--- config.mk ---
export PLATFORM = sky130hd
export DESIGN_NAME = qpw_cfg
export DESIGN_NICKNAME = d
export VERILOG_FILES = /design/src/rtl/quadratic_point_warp_2d_macros.svh /design/src/rtl/qpw_pkg.sv /design/src/rtl/qpw_cfg.sv
export SDC_FILE = /design/constraint.sdc
export NUM_CORES = 1
export LEC_CHECK = 0
export BUFFER_PORTS_ARGS = -buffer_cell sky130_fd_sc_hd__buf_4
export CAP_MARGIN = 20
export CORE_ASPECT_RATIO = 1.25
export CORE_MARGIN = 3
export CORE_UTILIZATION = 45
export DETAILED_ROUTE_END_ITERATION = 10
export PLACE_DENSITY_LB_ADDON = 0.15
export SKIP_CTS_REPAIR_TIMING = 1
export SLEW_MARGIN = 20
export SYNTH_ARGS = -nofsm -noshare
export SYNTH_HDL_FRONTEND = slang
export SYNTH_SLANG_ARGS = --single-unit
--- constraint.sdc ---
create_clock -name i_clk -period 1.9 [get_ports i_clk]
set_input_delay 0.38 -clock i_clk [delete_from_list [all_inputs] [get_ports i_clk]]
set_output_delay 0.38 -clock i_clk [all_outputs]
set_load 0.01 [all_outputs]
--- src/rtl/quadratic_point_warp_2d_macros.svh ---
// Assertion helpers shared by the warp RTL.
`ifndef QUADRATIC_POINT_WARP_2D_MACROS_SVH
`define QUADRATIC_POINT_WARP_2D_MACROS_SVH

// Consequent checked in the same cycle as the antecedent.
`define QPW_ASSERT_NOW(label, clk, rst_n, ante, cons, msg) \
    label: assert property (@(posedge clk) disable iff (!(rst_n)) (ante) |-> (cons)) \
        else $error(msg);

// Consequent checked in the cycle after the antecedent.
`define QPW_ASSERT_NEXT(label, clk, rst_n, ante, cons, msg) \
    label: assert property (@(posedge clk) disable iff (!(rst_n)) (ante) |=> (cons)) \
        else $error(msg);

`endif

--- src/rtl/qpw_pkg.sv ---
`timescale 1ns / 1ps
`default_nettype none

package qpw_pkg;

    localparam int COORD_WIDTH_DEF = 16;
    localparam int COEF_WIDTH_DEF  = 32;

    localparam int OUT_W      = 32;
    localparam int HALF_W     = 32;
    localparam int CFG_IDX_W  = 3;
    localparam int CFG_DATA_W = 64;

    // register map
    localparam logic [CFG_IDX_W-1:0] REG_DISP    = 3'd0;
    localparam logic [CFG_IDX_W-1:0] REG_GRAD_U  = 3'd1;
    localparam logic [CFG_IDX_W-1:0] REG_GRAD_V  = 3'd2;
    localparam logic [CFG_IDX_W-1:0] REG_CURV_1  = 3'd3;
    localparam logic [CFG_IDX_W-1:0] REG_CURV_2  = 3'd4;
    localparam logic [CFG_IDX_W-1:0] REG_CURV_3  = 3'd5;

    // accumulator LSB is 2^-49
    localparam int ONE_Q28   = 1 << 28;
    localparam int LIN_SHIFT = 17;
    localparam int RND_SHIFT = 33;

    localparam logic signed [OUT_W-1:0] SAT_MAX = {1'b0, {(OUT_W-1){1'b1}}};
    localparam logic signed [OUT_W-1:0] SAT_MIN = {1'b1, {(OUT_W-1){1'b0}}};

    typedef struct packed {
        logic s1;
        logic s2;
        logic s3;
        logic s4;
    } t_stage_en;

    // width of a gradient term with the identity folded in
    function automatic int lin_width(int coef_w);
        return ((coef_w > 29) ? coef_w : 29) + 1;
    endfunction

    // accumulator width: largest term exponent plus growth and sign
    function automatic int acc_width(int coord_w, int coef_w);
        int m;
        int l;
        m = coef_w + 2 * coord_w - 1;
        l = lin_width(coef_w) + coord_w + 17;
        if (l > m) begin
            m = l;
        end
        if (coef_w + 32 > m) begin
            m = coef_w + 32;
        end
        m = m + 3;
        return (m < 66) ? 66 : m;
    endfunction

endpackage

`default_nettype wire

--- src/rtl/qpw_cfg.sv ---
`timescale 1ns / 1ps
`default_nettype none

module qpw_cfg #(
    parameter int COEF_WIDTH = qpw_pkg::COEF_WIDTH_DEF
) (
    input  logic                                             i_clk,
    input  logic                                             i_rst_n,
    input  logic                                             i_wr_en,
    input  logic [qpw_pkg::CFG_IDX_W-1:0]                    i_wr_index,
    input  logic [qpw_pkg::CFG_DATA_W-1:0]                   i_wr_data,
    output logic signed [COEF_WIDTH-1:0]                     o_u,
    output logic signed [COEF_WIDTH-1:0]                     o_v,
    output logic signed [qpw_pkg::lin_width(COEF_WIDTH)-1:0] o_lin_ux,
    output logic signed [qpw_pkg::lin_width(COEF_WIDTH)-1:0] o_lin_uy,
    output logic signed [qpw_pkg::lin_width(COEF_WIDTH)-1:0] o_lin_vx,
    output logic signed [qpw_pkg::lin_width(COEF_WIDTH)-1:0] o_lin_vy,
    output logic signed [COEF_WIDTH-1:0]                     o_uxx,
    output logic signed [COEF_WIDTH-1:0]                     o_uxy,
    output logic signed [COEF_WIDTH-1:0]                     o_uyy,
    output logic signed [COEF_WIDTH-1:0]                     o_vxx,
    output logic signed [COEF_WIDTH-1:0]                     o_vxy,
    output logic signed [COEF_WIDTH-1:0]                     o_vyy
);
    import qpw_pkg::*;

    localparam int LIN_W = lin_width(COEF_WIDTH);
    localparam logic signed [LIN_W-1:0] LIN_ONE = LIN_W'(ONE_Q28);

    logic signed [COEF_WIDTH-1:0] w_lo;
    logic signed [COEF_WIDTH-1:0] w_hi;

    logic signed [COEF_WIDTH-1:0] r_u, r_v;
    logic signed [LIN_W-1:0]      r_lin_ux, r_lin_uy, r_lin_vx, r_lin_vy;
    logic signed [COEF_WIDTH-1:0] r_uxx, r_uxy, r_uyy, r_vxx, r_vxy, r_vyy;

    // only the low COEF_WIDTH bits of each half count
    assign w_lo = i_wr_data[COEF_WIDTH-1:0];
    assign w_hi = i_wr_data[HALF_W+COEF_WIDTH-1:HALF_W];

    always_ff @(posedge i_clk) begin
        if (!i_rst_n) begin
            r_u      <= '0;
            r_v      <= '0;
            r_lin_ux <= LIN_ONE;
            r_lin_uy <= '0;
            r_lin_vx <= '0;
            r_lin_vy <= LIN_ONE;
            r_uxx    <= '0;
            r_uxy    <= '0;
            r_uyy    <= '0;
            r_vxx    <= '0;
            r_vxy    <= '0;
            r_vyy    <= '0;
        end else if (i_wr_en) begin
            unique case (i_wr_index)
                REG_DISP: begin
                    r_u <= w_lo;
                    r_v <= w_hi;
                end
                REG_GRAD_U: begin
                    r_lin_ux <= LIN_W'(w_lo) + LIN_ONE;
                    r_lin_uy <= LIN_W'(w_hi);
                end
                REG_GRAD_V: begin
                    r_lin_vx <= LIN_W'(w_lo);
                    r_lin_vy <= LIN_W'(w_hi) + LIN_ONE;
                end
                REG_CURV_1: begin
                    r_uxx <= w_lo;
                    r_uxy <= w_hi;
                end
                REG_CURV_2: begin
                    r_uyy <= w_lo;
                    r_vxx <= w_hi;
                end
                REG_CURV_3: begin
                    r_vxy <= w_lo;
                    r_vyy <= w_hi;
                end
                default: begin
                end
            endcase
        end
    end

    assign o_u      = r_u;
    assign o_v      = r_v;
    assign o_lin_ux = r_lin_ux;
    assign o_lin_uy = r_lin_uy;
    assign o_lin_vx = r_lin_vx;
    assign o_lin_vy = r_lin_vy;
    assign o_uxx    = r_uxx;
    assign o_uxy    = r_uxy;
    assign o_uyy    = r_uyy;
    assign o_vxx    = r_vxx;
    assign o_vxy    = r_vxy;
    assign o_vyy    = r_vyy;

endmodule

`default_nettype wire

Word-level counts from Yosys, hierarchy flattened
Index checks and enable logic that the tools add are counted.
{"block": "word_totals", "wordCells": 26, "in_bits": 70, "reg_bits": 386}
{"block": "classes", "reduce_logical": 7, "n_addsub": 2, "n_eq_ne": 5}
{"cell": "$add 32x30->33 const B", "count": 2}
{"cell": "$reduce_and 2->1", "count": 6}
{"cell": "$eq 3x2->1 const B", "count": 2}
{"cell": "$eq 3x3->1 const B", "count": 2}
{"cell": "$eq 3x1->1 const B", "count": 1}
{"cell": "$logic_not 3->1", "count": 1}

Depth between registers and ports, before layout
Gate-level depths: netlist of run 1.
{"block": "depth", "word_depth": 2, "depth_mapped": 6}

Worst setup path after synthesis of run 1
Ideal clock, no wire load.
{"block": "synth_path", "kind": "input-to-reg", "startpoint": "input port i_wr_en", "endpoint": "register r_u[10], in the netlist o_u[10]", "arrival_ps": 1344, "path_slack_ps": 440, "n_path_buf": 3, "path_stages": 6, "cell_sequence": "buf_4 > or4b_1 > buf_6 > buf_6 > nand2_2 > a21boi_1"}
{"block": "synth_between", "elab_chain_len": 1}
{"element": "from (decl)", "line_no": "qpw_cfg.sv:9", "source": "input logic i_wr_en,"}
{"element": "$reduce_and 2->1 (no line)"}
{"element": "to (signal assigned)", "line_no": "qpw_cfg.sv:58", "source": "r_u <= w_lo;"}
{"element": "to (decl)", "line_no": "qpw_cfg.sv:33", "source": "logic signed [COEF_WIDTH-1:0] r_u, r_v;"}
Every way passes these cells.
A chain may end at the register's enable or synchronous reset.

Final worst setup path of run 1
{"block": "layout_path", "startpoint": "register o_lin_uy[31] (netlist name)", "endpoint": "output port o_lin_uy[31] (netlist bit)"}
{"element": "to (decl)", "line_no": "qpw_cfg.sv:15", "source": "output logic signed [qpw_pkg::lin_width(COEF_WIDTH)-1:0] o_lin_uy,"}
No word-level cell between the ends.

==> key figures, run 1 <==
Run status
  – Status: completed

Power
  – VDD IR-drop max: 0.616 mV
  – Switching power: around 4.0 mW
  – Logic pwr share: 0.076
  – Clock power share: 0.448
  – Internal power: 13.5 mW
  – Reg power frac: 0.476
  – Power per standard cell area: ~890 nW/µm²
  – Total leakage power: between 7 and 8 nW
  – Switching share of power: 0.228

Global routing
  – Number of global-route vias before repair: about 13000
  – Global route total overflow: 0
  – Antenna violations before repair: 1
  – Total GRT Usage: 0.264
  – Global-route wire length before repair: 72.5 mm
  – Largest net degree at the start of global routing: 65

Routing
  – Via density: roughly 5.1
  – Via Count: approximately 13000
  – Final wirelength: 47.4 mm
  – 1st-pass router iterations: 5
  – 1st-iter DRT viols: 773
  – DR WL/cell: about 19 µm
  – Antenna Violating Nets Remaining: 0
  – Number of remaining DRC errors: 0

Synthesis
  – Yosys top cell by area: dfxtp_1
  – Post-synthesis cell type count: 24
  – Syn Area/Cell: between 8 and 9 µm²
  – Post-synth net total: 1769
  – Area share of the largest cell type after synthesis: 0.533
  – Syn Inst Count: about 1700
  – Synthesized area: 14500 µm²
  – Sequential element share of the synthesized area: 0.533
  – Yosys warning count: 0
  – Largest cells by area after synthesis: dfxtp_1 53%, nand2_1 19%, a21boi_0 14%
  – Register bit total from synthesis: around 390

Critical path
  – Crit-path cells: buf_4
  – Number of buffers and inverters on the critical path: 1
  – CP top delay family: flip-flops
  – Slowest cell on the critical path: dfxtp_1
  – Worst r2r src: o_uyy[31]
  – Crit path required time: between 1.5 and 2 ns
  – Worst Setup Start Kind: flip-flop
  – R2R setup slack: roughly 1.2 ns
  – Crit Reg-Reg Endpoint: o_uyy[31]
  – Critical Path AT: 1.10 ns
  – Worst reg2reg path depth: 2
  – Worst-path maximum fanout: 3
  – Critical path launch point: o_lin_uy[31]
  – Critical setup path kind: flip-flop to output port
  – Critical path's largest stage delay: 0.40 ns
  – Worst Setup End Kind: output port

Place
  – IO Port Bufs: around 460
  – Final HPWL DP: approximately 32 mm
  – Post-place instance area: 18300 µm²
  – Gpl congestion: between 0.8 and 0.9

Clocking
  – Worst-path clk slew: 0.06 ns
  – Cts bufs inserted: 39
  – CTS tree: built
  – Max Buffers Root-to-Sink: 3
  – Worst-skew pair later-pin latency: roughly 0.53 ns
  – CTS root buffer: clkbuf_16
  – Clock Sinks: 386
  – CTS H-tree lvls: 2

Floorplan
  – Die span in y: slightly above 200 µm
  – I/O pin cnt: between 400 and 500
  – Full die area: about 34000 µm²
  – Core box area: roughly 31000 µm²
  – Die width: between 150 and 200 µm
  – Row cnt: a little over 70
  – Initial Utilization: 0.462

Cells and area
  – Commonest non-fill, non-tap cells in the layout: 734 x nand2_1, 465 x buf_4, 386 x dfxtp_1
  – Commonest non-fill, non-tap cell in the layout: nand2_1
  – Design area: 19600 µm²
  – Area Growth Syn to Fin: 35.3%
  – Final #Nets: ~2200
  – Share of cells above drive strength 1: 0.280

Timing
  – Worst Skew: 0 ns
  – Tmin final: 1.48 ns
  – Slew margin rel.: 0.721
  – Worst Max-Slew Pin Slew: approximately 0.42 ns
  – Setup_tns: 0 ns
  – Final number of setup-violating endpoints: 0
  – Final period utilization: 0.778
  – Fmax: slightly below 700 MHz
  – Slew Viols, Final: 0
  – Final Hold Viols: 0
  – RSZ-0062 raised after global routing: no

Worst hold path
  – HP Class: primary input to flip-flop
  – Worst Hold Depth: 3
  – Min-delay src: i_wr_data[32]
  – WHS Endpoint: o_v[0]

Job
  – Max_cap viols: 0
worst max path at each step:
stage | to | slack, ns | cells past startpoint
floorplan | o_u[10] | 0.44 | 6
global placement | o_u[6] | 0.28 | 5
detailed placement | o_uxx[3] | 0.26 | 5
CTS | o_lin_uy[31] | 0.40 | 1
global route | o_lin_uy[31] | 0.39 | 1
finish | o_lin_uy[31] | 0.42 | 1
per-layer routing:
metal  vias up  global-route usage  share of wire
met4         0               0.120          0.051
met2       440               0.456           0.48
met3       114              0.0764          0.078
li1       6221                   -              -
met5         -                   0              0
met1      6071               0.305           0.39
power by group through the flow:
stage / logic [mW] / clock network (mW) / registers (mW)
final: 1.33 / 7.86 / 8.36
after global routing: 1.44 / 8.27 / 8.38
after CTS: 1.34 / 7.98 / 8.36
after detailed placement: 1.34 / 0 / 8.54
after global placement: 1.32 / 0 / 8.54
after floorplan: 0.518 / 0 / 8.61
cell usage after synthesis (all sizes together):
library cell and count:
nor4b 1, and4b 2, dfxtp 386, nand4b 2, a21boi 380, o211ai 2, nand2 764, a21oi 2
nand3 4, ha 2, or4b 1, buf 77, o211a 2, xnor2 2, nand4bb 3, o21ai 2
and4bb 3, clkbuf 60, xor2 2
stage by stage:
| stage | total power [mW] | hold WS, ns | utilization | setup slack [ns] | std cells |
|---|---|---|---|---|---|
| 2_1_floorplan | 9.13 | 0.479 | - | 0.440 | 1697 |
| 3_3_place_gp | 9.85 | 0.441 | 0.583 | 0.282 | 2454 |
| 3_5_place_dp | 9.88 | 0.446 | 0.583 | 0.258 | 2454 |
| 4_1_cts | 17.7 | 0.110 | 0.626 | 0.399 | 2522 |
| 5_1_grt | 18.1 | 0.131 | 0.626 | 0.392 | 2523 |
| 6_report | 17.6 | 0.132 | 0.626 | 0.422 | 2523 |
area by class of cell:
class	instances	area, µm²
Antenna cell	1	2.50
Multi-Input combinational cell	1174	6130
Clock buffer	57	1220
Timing Repair Buffer	487	3930
Clock inverter	11	105
Tap cell	407	509
Sequential cell	386	7730
Fill cell	2751	11700
kinds of logic (layout without fill, tap and decap cells):
logic type / after synthesis / count (layout) / synth area share
AO/OA/AOI/OAI: 388 / 388 / 0.201
adder cells (fa/ha/maj): 2 / 2 / 0.00173
AND/OR/NAND/NOR: 780 / 780 / 0.213
XOR/XNOR: 4 / 4 / 0.00242
flip-flops: 386 / 386 / 0.533
buffers and inverters: 137 / 555 / 0.0490
other: 0 / 1 / 0
Note: power is estimated with default switching activity, not from simulation.
==> run 2: changes to the inputs <==
Clock period 1.9 ns to 1.3 ns, I/O delays scaled along.
==> key figures, run 2 (same netlist as run 1, synthesis figures left out) <==
Clocking
  – Clock Sinks: a little under 400
  – Max Buffers Root-to-Sink: 3
  – Cts bufs inserted: 40
  – Worst-skew pair later-pin latency: 0.52 ns
  – CTS H-tree lvls: 2
  – Worst-path clk slew: 0.06 ns
  – CTS tree: built
  – CTS root buffer: clkbuf_16

Place
  – Placed insts: between 2000 and 2500
  – IO Port Bufs: approximately 460
  – Final HPWL DP: roughly 33 mm
  – Post-place instance area: around 19000 µm²
  – Gpl congestion: between 0.8 and 0.9
  – Dpl ws: -0.453 ns

Global routing
  – Global route total overflow: 0
  – Total GRT Usage: 0.263
  – Antenna violations before repair: 0
  – Largest net degree at the start of global routing: 67
  – Number of global-route vias before repair: between 10000 and 15000
  – Global-route wire length before repair: about 72 mm

Critical path
  – Critical path's largest stage delay: between 0.3 and 0.4 ns
  – Slowest cell on the critical path: dfxtp_4
  – Crit path required time: 1.04 ns
  – Crit-path cells: buf_4
  – Worst reg2reg path depth: 2
  – Worst Setup End Kind: output port
  – Worst-path maximum fanout: 2
  – Critical setup path kind: flip-flop to output port
  – Critical Path AT: 1.02 ns
  – Worst r2r src: o_uxx[0]
  – CP top delay family: flip-flops
  – Crit path capture: o_u[31]
  – Crit Reg-Reg Endpoint: o_uxx[0]
  – Number of buffers and inverters on the critical path: 1
  – Worst Setup Start Kind: flip-flop
  – Cell count along the critical path: 1
  – R2R setup slack: roughly 0.60 ns
  – Critical path launch point: o_u[31]

Timing
  – Final Hold Viols: 0
  – Worst Max-Slew Pin Slew: approximately 0.56 ns
  – Post-route setup slack: 0.0208 ns
  – Final period utilization: 0.984
  – Fmax: roughly 780 MHz
  – RSZ-0062 raised after global routing: yes
  – Slew margin rel.: 0.623
  – Slew Viols, Final: 0
  – Worst Skew: 0 ns
  – Tmin final: around 1.3 ns
  – Final number of setup-violating endpoints: 0

Power
  – Overall power: around 26 mW
  – Internal power: between 15 and 20 mW
  – Clock power share: 0.445
  – Switching share of power: 0.229
  – Switching power: 5.89 mW
  – VDD IR-drop max: around 0.94 mV
  – Power per standard cell area: between 1000 and 1500 nW/µm²
  – Logic pwr share: 0.078
  – Reg power frac: 0.476
  – Total leakage power: about 8.1 nW

Cells and area
  – Share of cells above drive strength 1: 0.328
  – Final #Nets: 2190
  – Commonest non-fill, non-tap cells in the layout: 734 x nand2_1, 480 x buf_4, 302 x dfxtp_1
  – Area Growth Syn to Fin: 38.5%
  – Commonest non-fill, non-tap cell in the layout: nand2_1
  – Diode count: 0
  – Non-filler cells in the finished layout: about 2600
  – Design area: between 20000 and 25000 µm²

Routing
  – 1st-iter DRT viols: approximately 780
  – 1st-pass router iterations: 4
  – Number of remaining DRC errors: 0
  – DR WL/cell: around 19 µm
  – Final wirelength: roughly 48 mm
  – Via Count: ~13000
  – Via density: between 5 and 6
  – Antenna Violating Nets Remaining: 0

Run status
  – Status: completed

Worst hold path
  – HP Class: primary input to flip-flop
  – Worst Hold Depth: 3

Floorplan
  – I/O pin cnt: 458
  – Die width: roughly 170 µm
  – Row cnt: 72
  – Full die area: between 30000 and 40000 µm²
  – Initial Utilization: 0.462
  – Die span in y: 207 µm
  – Core box area: 31400 µm²

Job
  – Max_cap viols: 0
-- run 2: worst reg2reg max path: stages (launching register included) --
cell and delay (ns):
dfxtp_1 0.34, nand2_1 0.07, a21boi_0 0.21
-- run 2: routing by layer --
metal | GRT usage | wire [µm] | part of all wire | vias up
met4 | 0.0973 | 1820 | 0.038 | 0
met2 | 0.460 | 23500 | 0.49 | 402
met5 | 0 | 0 | 0 | -
li1 | - | - | - | 6289
met3 | 0.0709 | 3560 | 0.074 | 94
met1 | 0.313 | 19300 | 0.40 | 6135
-- run 2: worst min path at each step --
| stage | start | to | slack, ns |
|---|---|---|---|
| global route | i_wr_data[20] | o_u[20] | 0.005 |
| floorplan | i_wr_data[28] | o_lin_ux[28] | 0.39 |
| global placement | o_v[0] | o_v[0] | 0.44 |
| CTS | i_wr_data[16] | o_lin_vx[16] | -0.004 |
| finish | i_wr_data[26] | o_u[26] | 0.01 |
| detailed placement | o_u[4] | o_u[4] | 0.44 |
-- run 2: per-stage QoR --
stage / util / TNS [ns] / hold WS, ns
floorplan: - / -0.254 / 0.391
global placement: 0.594 / -52.17 / 0.437
detailed placement: 0.594 / -63.57 / 0.442
CTS: 0.636 / -0.741 / -0.00437
global route: 0.640 / -0.0150 / 0.00537
finish: 0.640 / 0 / 0.0105
-- run 2: power by group through the flow --
stage	combinational (mW)	sequential [mW]	clock (mW)
floorplan	0.767	12.6	0
global placement	1.99	12.5	0
detailed placement	2.02	12.5	0
CTS	2.02	12.2	11.6
global route	2.17	12.3	12.1
finish	2.02	12.2	11.4
-- run 2: final cells by class --
| class | count | area, µm² |
|---|---|---|
| flip-flops and latches | 386 | 7840 |
| well taps | 407 | 509 |
| repair buffers | 516 | 4280 |
| multi-input cells | 1174 | 6130 |
| fillers | 2682 | 11300 |
| clock buffers | 59 | 1200 |
| clock inverters | 11 | 110 |
==> run 3: changes to the inputs <==
Settings changed: CTS_BUF_LIST set to sky130_fd_sc_hd__clkbuf_4 sky130_fd_sc_hd__clkbuf_8.
==> key figures, run 3 (same netlist as run 1, synthesis figures left out) <==
Critical path
  – Worst Setup End Kind: output port
  – R2R setup slack: roughly 0.54 ns
  – Crit Reg-Reg Endpoint: o_lin_ux[8]
  – Critical Path AT: about 1.1 ns
  – Critical setup path kind: flip-flop to output port
  – Worst r2r src: o_lin_ux[8]
  – Worst-path maximum fanout: 3
  – Number of buffers and inverters on the critical path: 1
  – Crit-path cells: buf_6
  – Critical path's largest stage delay: ~0.36 ns
  – Worst Setup Start Kind: flip-flop
  – CP top delay family: flip-flops
  – Crit path required time: ~1.0 ns
  – Slowest cell on the critical path: dfxtp_4
  – Worst reg2reg path depth: 3

Clocking
  – Max Buffers Root-to-Sink: 3
  – CTS tree: built
  – Worst-path clk slew: roughly 0.060 ns
  – CTS H-tree lvls: 2
  – Clock Sinks: roughly 390
  – Cts bufs inserted: between 50 and 60
  – Worst-skew pair later-pin latency: 0.60 ns
  – CTS root buffer: clkbuf_8

Place
  – Dpl ws: -0.453 ns
  – Placed insts: 2482
  – IO Port Bufs: between 400 and 500
  – Gpl congestion: slightly above 0.8
  – Post-place instance area: 18600 µm²
  – Final HPWL DP: 33.3 mm

Floorplan
  – Die width: 167 µm
  – I/O pin cnt: 458
  – Initial Utilization: 0.462
  – Row cnt: 72
  – Core box area: approximately 31000 µm²
  – Full die area: around 34000 µm²
  – Die span in y: 207 µm

Worst hold path
  – Min-delay src: i_wr_data[28]
  – HP Class: primary input to flip-flop
  – Worst Hold Depth: 3
  – WHS Endpoint: o_lin_ux[28]

Global routing
  – Global route total overflow: 0
  – Global-route wire length before repair: approximately 73 mm
  – Antenna violations before repair: 0
  – Total GRT Usage: 0.265
  – Number of global-route vias before repair: 12700
  – Largest net degree at the start of global routing: 67

Cells and area
  – Diode count: 0
  – Commonest non-fill, non-tap cells in the layout: 734 x nand2_1, 388 x buf_6, 382 x dfxtp_2
  – Area Growth Syn to Fin: 58.1%
  – Final #Nets: 2329
  – Commonest non-fill, non-tap cell in the layout: nand2_1
  – Share of cells above drive strength 1: 0.480
  – Non-filler cells in the finished layout: around 2700
  – Design area: 22900 µm²

Routing
  – 1st-iter DRT viols: around 800
  – DR WL/cell: around 19 µm
  – Number of remaining DRC errors: 0
  – Antenna Violating Nets Remaining: 0
  – 1st-pass router iterations: 5
  – Via Count: around 14000
  – Final wirelength: ~52 mm
  – Via density: around 5.2

Timing
  – Fmax: around 740 MHz
  – Post-route setup slack: -0.0448 ns
  – Tmin final: 1.34 ns
  – Final period utilization: 1.03
  – Slew margin rel.: 0.607
  – Worst Skew: 0 ns
  – RSZ-0062 raised after global routing: yes
  – Worst Max-Slew Pin Slew: ~0.6 ns
  – Slew Viols, Final: 0
  – Final number of setup-violating endpoints: 196
  – Setup_tns: -2.19 ns
  – Final Hold Viols: 0

Power
  – VDD IR-drop max: around 0.90 mV
  – Total leakage power: a little over 9 nW
  – Power per standard cell area: 1110 nW/µm²

Run status
  – Failing checks: negative setup slack
  – Status: complete, but fails checks

Job
  – Max_cap viols: 0
-- run 3: worst max-delay path by stage --
stage / startpoint / end / cells past startpoint
5_1_grt: o_lin_uy[31] / o_lin_uy[31] / 1
2_1_floorplan: i_wr_en / o_u[10] / 6
3_5_place_dp: i_wr_index[0] / o_v[2] / 5
6_report: o_lin_uy[31] / o_lin_uy[32] / 1
3_3_place_gp: i_wr_index[0] / o_u[7] / 6
4_1_cts: o_lin_vx[31] / o_lin_vx[31] / 1
-- run 3: tightest hold or removal path: cells and delay by family --
kind,cells,cell delay [ns]
AO/OA/AOI/OAI,1,0.10
buffers and inverters,2,0.25
-- run 3: final cells by class --
class / instances / area [µm²]
clock buffers: 98 / 1220
multi-input cells: 1174 / 6130
clock inverters: 6 / 57.6
well taps: 407 / 509
flip-flops and latches: 386 / 8220
fillers: 2219 / 8440
repair buffers: 636 / 6780
-- run 3: routing by layer --
metal / share of wire / track usage / wire length, µm / vias to the layer above
li1: - / - / - / 6568
met1: 0.38 / 0.311 / 20000 / 6706
met2: 0.50 / 0.461 / 25900 / 571
met3: 0.079 / 0.0714 / 4140 / 128
met4: 0.043 / 0.108 / 2230 / 0
met5: 0 / 0 / 0 / -
-- run 3: through the flow --
step	utilization	total power, mW	hold slack [ns]
6_report	0.731	25.4	0.0606
2_1_floorplan	-	13.4	0.391
4_1_cts	0.635	25.2	-0.117
3_5_place_dp	0.594	14.5	0.442
3_3_place_gp	0.594	14.5	0.437
5_1_grt	0.731	26.3	0.0337
-- run 3: where the power goes --
part,switching [mW],internal (mW),total (mW)
sequential,0.190,12.1,12.3
clock,4.66,6.06,10.7
combinational,1.17,1.23,2.40
